===== src/design/stbs_pkg.sv =====
// Package: shared constants, codes and command/status types of the table search
`default_nettype none
package stbs_pkg;

   localparam int TABLE_DEPTH = 1024;
   localparam int ADDR_W      = $clog2(TABLE_DEPTH);
   localparam int BND_W       = ADDR_W + 1;

   localparam int DATA_W      = 32;
   localparam int ENTRY_IDX_W = 10;
   localparam int RANGE_W     = 11;
   localparam int MODE_W      = 2;
   localparam int MATCH_W     = 10;

   localparam logic ACT_WRITE  = 1'b0;
   localparam logic ACT_SEARCH = 1'b1;

   localparam logic [MODE_W-1:0] MODE_EXACT = 2'd0;
   localparam logic [MODE_W-1:0] MODE_LEFT  = 2'd1;
   localparam logic [MODE_W-1:0] MODE_RIGHT = 2'd2;

   localparam logic [1:0] RES_MISS = 2'd0;
   localparam logic [1:0] RES_MID  = 2'd1;
   localparam logic [1:0] RES_TAIL = 2'd2;

   typedef struct packed {
      logic       write;
      logic       load;
      logic       read;
      logic       step;
      logic       res_set;
      logic [1:0] res_op;
      logic       publish;
   } ctrl_cmd_type;

   typedef struct packed {
      logic skip;
      logic empty;
      logic is_exact;
      logic exact_hit;
      logic tail_ok;
   } dp_stat_type;

endpackage
`default_nettype wire


===== src/design/stbs_ctrl.sv =====
// Controller: sequences table writes, bisection probes, tail check and result hand-off
`default_nettype none
module stbs_ctrl (
   input  wire logic                  clock,
   input  wire logic                  reset,
   input  wire logic                  req_valid,
   input  wire logic                  req_action,
   output logic                       req_ready,
   input  wire logic                  rsp_ready,
   output logic                       rsp_valid,
   input  wire stbs_pkg::dp_stat_type stat,
   output stbs_pkg::ctrl_cmd_type     cmd
);

   localparam logic [2:0] S_IDLE = 3'd0;
   localparam logic [2:0] S_LOOP = 3'd1;
   localparam logic [2:0] S_CMP  = 3'd2;
   localparam logic [2:0] S_TAIL = 3'd3;
   localparam logic [2:0] S_FIN  = 3'd4;

   logic [2:0] state_ff, state_in;
   logic       rsp_valid_ff, rsp_valid_in;

   always_comb begin
      cmd       = '0;
      state_in  = state_ff;
      req_ready = (state_ff == S_IDLE);
      case (state_ff)
         S_IDLE: begin
            if (req_valid) begin
               if (req_action == stbs_pkg::ACT_SEARCH) begin
                  cmd.load = 1'b1;
                  state_in = S_LOOP;
               end else begin
                  cmd.write = 1'b1;
               end
            end
         end
         S_LOOP: begin
            if (stat.skip) begin
               cmd.res_set = 1'b1;
               cmd.res_op  = stbs_pkg::RES_MISS;
               state_in    = S_FIN;
            end else if (!stat.empty) begin
               cmd.read = 1'b1;
               state_in = S_CMP;
            end else if (stat.is_exact || !stat.tail_ok) begin
               cmd.res_set = 1'b1;
               cmd.res_op  = stbs_pkg::RES_MISS;
               state_in    = S_FIN;
            end else begin
               cmd.read = 1'b1;
               state_in = S_TAIL;
            end
         end
         S_CMP: begin
            if (stat.exact_hit) begin
               cmd.res_set = 1'b1;
               cmd.res_op  = stbs_pkg::RES_MID;
               state_in    = S_FIN;
            end else begin
               cmd.step = 1'b1;
               state_in = S_LOOP;
            end
         end
         S_TAIL: begin
            cmd.res_set = 1'b1;
            cmd.res_op  = stbs_pkg::RES_TAIL;
            state_in    = S_FIN;
         end
         S_FIN: begin
            if (!rsp_valid_ff || rsp_ready) begin
               cmd.publish = 1'b1;
               state_in    = S_IDLE;
            end
         end
         default: begin
            state_in = S_IDLE;
         end
      endcase
   end

   always_comb begin
      rsp_valid_in = rsp_valid_ff;
      if (cmd.publish) begin
         rsp_valid_in = 1'b1;
      end else if (rsp_ready) begin
         rsp_valid_in = 1'b0;
      end
   end

   always_ff @(posedge clock) begin
      if (reset) begin
         state_ff     <= S_IDLE;
         rsp_valid_ff <= 1'b0;
      end else begin
         state_ff     <= state_in;
         rsp_valid_ff <= rsp_valid_in;
      end
   end

   assign rsp_valid = rsp_valid_ff;

endmodule
`default_nettype wire


===== config.mk =====
export PLATFORM = sky130hd
export DESIGN_NAME = stbs_ctrl
export DESIGN_NICKNAME = d
export VERILOG_FILES = /design/src/design/stbs_pkg.sv /design/src/design/stbs_ctrl.sv
export SDC_FILE = /design/constraint.sdc
export NUM_CORES = 1
export LEC_CHECK = 0
export BUFFER_PORTS_ARGS = -buffer_cell sky130_fd_sc_hd__buf_2
export CAP_MARGIN = 20
export CORE_AREA = 2 2 39 41
export CTS_BUF_LIST = sky130_fd_sc_hd__clkbuf_16
export CTS_CLUSTER_SIZE = 24
export DETAILED_ROUTE_END_ITERATION = 10
export DIE_AREA = 0 0 41 43
export GPL_TIMING_DRIVEN = 0
export SETUP_SLACK_MARGIN = 0.1
export SYNTH_ARGS = -nofsm -noshare
export SYNTH_HDL_FRONTEND = slang
export SYNTH_SLANG_ARGS = --single-unit

===== constraint.sdc =====
create_clock -name clock -period 2.62 [get_ports clock]
set_input_delay 0.393 -clock clock [delete_from_list [all_inputs] [get_ports clock]]
set_output_delay 0.393 -clock clock [all_outputs]
set_load 0.01 [all_outputs]

==> metrics.md <==
| Metric | Value |
|---|---|
| Longest Clk Path Bufs | 2 |
| Synth area leaders | dfxtp_1 (27%), nor4b_2 (10%), a2111oi_2 (5.0%), a211oi_1 (5.0%), nor2_1 (5.0%) |
| Tot Pwr | 0.352 mW |
| Die W | between 40 and 50 um |
| CTS Sinks | 4 |
| Post-CTS Resized | 0 |
| Routed Antenna Nets | 0 |
| Critical path class | flop to output pin |
| Setup violators final | 0 |
| Relative slew slack | 0.789 |
| Area share of the largest cell type after synthesis | 0.267 |
| Final Hold Fails | 0 |
| Critical-path maximum fanout | 7 |
| Slowest cell on the critical path | dfxtp_1 |
| CTS tree | yes |
| Syn. warnings | 0 |
| Crit. Startpoint | state_ff[2] |
| Vias in the first global route | 263 |
| Post-synth top cells | dfxtp_1 (4), nor2_1 (4) |
| Worst path top cell family by delay | simple AND/OR/NAND/NOR gates |
| Port bufs | 19 |
| Post-synthesis sequential element count | 4 |
| Syn Nets | 44 |
| Core Area | 0.00138 sq mm |
| Register area share after synthesis | 0.267 |
| Residual DRC | 0 |
| First-pass GRT wire length | 1030 um |
| Worst path max stage delay | 0.45 ns |
| Routed wire length | 711 um |
| Final Skew | 0.00188 ns |
| Via Count | 332 |
| Final Critical Period | 1.83 ns |
| GP Congestion | between 0.6 and 0.7 |
| Final WS setup | just under 0.8 ns |
| Crit path buf inv count | 2 |
| Layout area overhead | 63.3% |
| Top FF cell, synth | dfxtp_1 |
| Post-Syn Instances | 34 |
| Final worst-path cycle share | 0.700 |
| WP depth | 4 |
| Drt first pass iters | 2 |
| Clock Latency Late Sink | 0.23 ns |
| RSZ-0062 raised after global routing | no |
| Post-place setup slack | 0.985 ns |
| R2r endpoint | state_ff[0] |
| DR vias/cell | roughly 4.6 |
| DIE HEIGHT | 43 um |
| Clk slew on worst S/H paths | 0.03 ns |
| Final instance area | between 400 and 500 sq um |
| N_diodes | 0 |
| RR Startpoint | state_ff[0] |
| R2r setup slk | 1.34 ns |
| Layout cell share with drive strength beyond 1 | 0.500 |
| Dominant cell type by area after synthesis | dfxtp_1 |
| Outcome | finished, final reports clean |
| Number of synthesized flops with an enable pin | 0 |
| Nets | 68 |
| Synth async-reset ratio | 0 |
| Fmax | 545 MHz |
| Synth Cell Area | approximately 300 sq um |
| Placed cell area | 415 sq um |
| Distinct cells, synth | 23 |
| Finished Core Util | 0.354 |
| Worst-margin pin slew | 0.314 ns |
| P_leak | ~0.23 nW |
| Power Dens Cells | 717 mW/mm^2 |
| Initial antenna violation count | 0 |
| Routed wire per std cell | 9.88 um |
| Initial Util | 0.217 |
| Clk root buf | clkbuf_16 |
| Hold/Removal Path Class | input port to flop |
| Cts bufs inserted | 3 |
| # Post-CTS Setup Buffers | 0 |
| Max-cap violations | 0 |
| Core Rows | 14 |
| Total Routing Usage GR | 0.0946 |
| Largest net degree at the start of global routing | 10 |
| Crit. End Element | output pin |
| Critical Path Sink | cmd[0] |
| WP data required | 2.23 ns |
| DRT iter0 DRCs | 2 |
| Synth Area per Inst | 8.83 sq um |
| Total negative slack | 0 ns |
| CP startpoint kind | flop |
| Maximum vdd ir drop | 161 uV |
| R2R depth | 3 |
| Gr ovfl total | 0 |
| I/O pin cnt | 20 |
| Max-slew violations | 0 |
| Worst Path Arrival | around 1.4 ns |
| Die area | 0.00176 sq mm |
| Hold_buf cts | 0 |
| H-tree depth | 1 |
| Cells along the critical path | or3b_1, nor2b_1, buf_4, buf_2 |
## worst min path at each step
| stage | to | start | cells after the start | slack (ns) |
|---|---|---|---|---|
| finish | rsp_valid | reset | 2 | 0.42 |
| global route | state_ff[1] | reset | 2 | 0.45 |
| CTS | rsp_valid | reset | 2 | 0.43 |
| detailed placement | rsp_valid | rsp_valid | 2 | 0.49 |
| global placement | rsp_valid | rsp_valid | 2 | 0.49 |
| floorplan | rsp_valid | reset | 1 | 0.46 |
## metrics by stage
step	std cells	hold WS [ns]
finish	72	0.421
global route	72	0.448
CTS	72	0.426
detailed placement	69	0.494
global placement	69	0.489
floorplan	34	0.462
## final cells by class
class	instances	area, sq um
clock buffer	3	75.1
timing repair buffer	19	95.1
inverter	2	7.51
multi-input combinational	26	194
tap	16	20.0
buffer	2	18.8
fill	145	893
sequential	4	80.1
## registers in the layout, indices dropped and copies added (netlist names)
name and count:
rsp_valid 1, state_ff 3
## cells by family (layout without fill, tap and decap cells)
kind of cell           Yosys count  in the layout  share of synthesized area
flip-flops                       4              4                      0.267
AND/OR/NAND/NOR                 18             18                      0.433
AO/OA/AOI/OAI                    8              8                      0.212
buffers and inverters            4             26                     0.0875
## per-layer routing
layer,routed length (um),track usage,part of all wire,vias up
met5,0,0,0,-
met4,21,0.120,0.030,0
met3,85,0.0366,0.12,3
met2,292,0.113,0.41,19
met1,311,0.107,0.44,141
li1,-,-,-,169
## placed cells by master (no fill, tap or decap), drive strengths merged, types with 2 or more instances in the layout
master and count:
clkbuf 3, nand2b 2, nor2 4, a211oi 2, or3b 2, nor4b 2, dfxtp 4, buf 21
nor2b 2, inv 2
## report_power, final
group,internal (mW),total (mW),switching [mW],leakage (nW)
Clock,0.195,0.239,0.0439,0.0370
Combinational,0.0226,0.0435,0.0209,0.157
Sequential,0.0645,0.0693,0.00486,0.0325
Total,0.282,0.352,0.0697,0.226
Power figures use the tool's default switching activity.
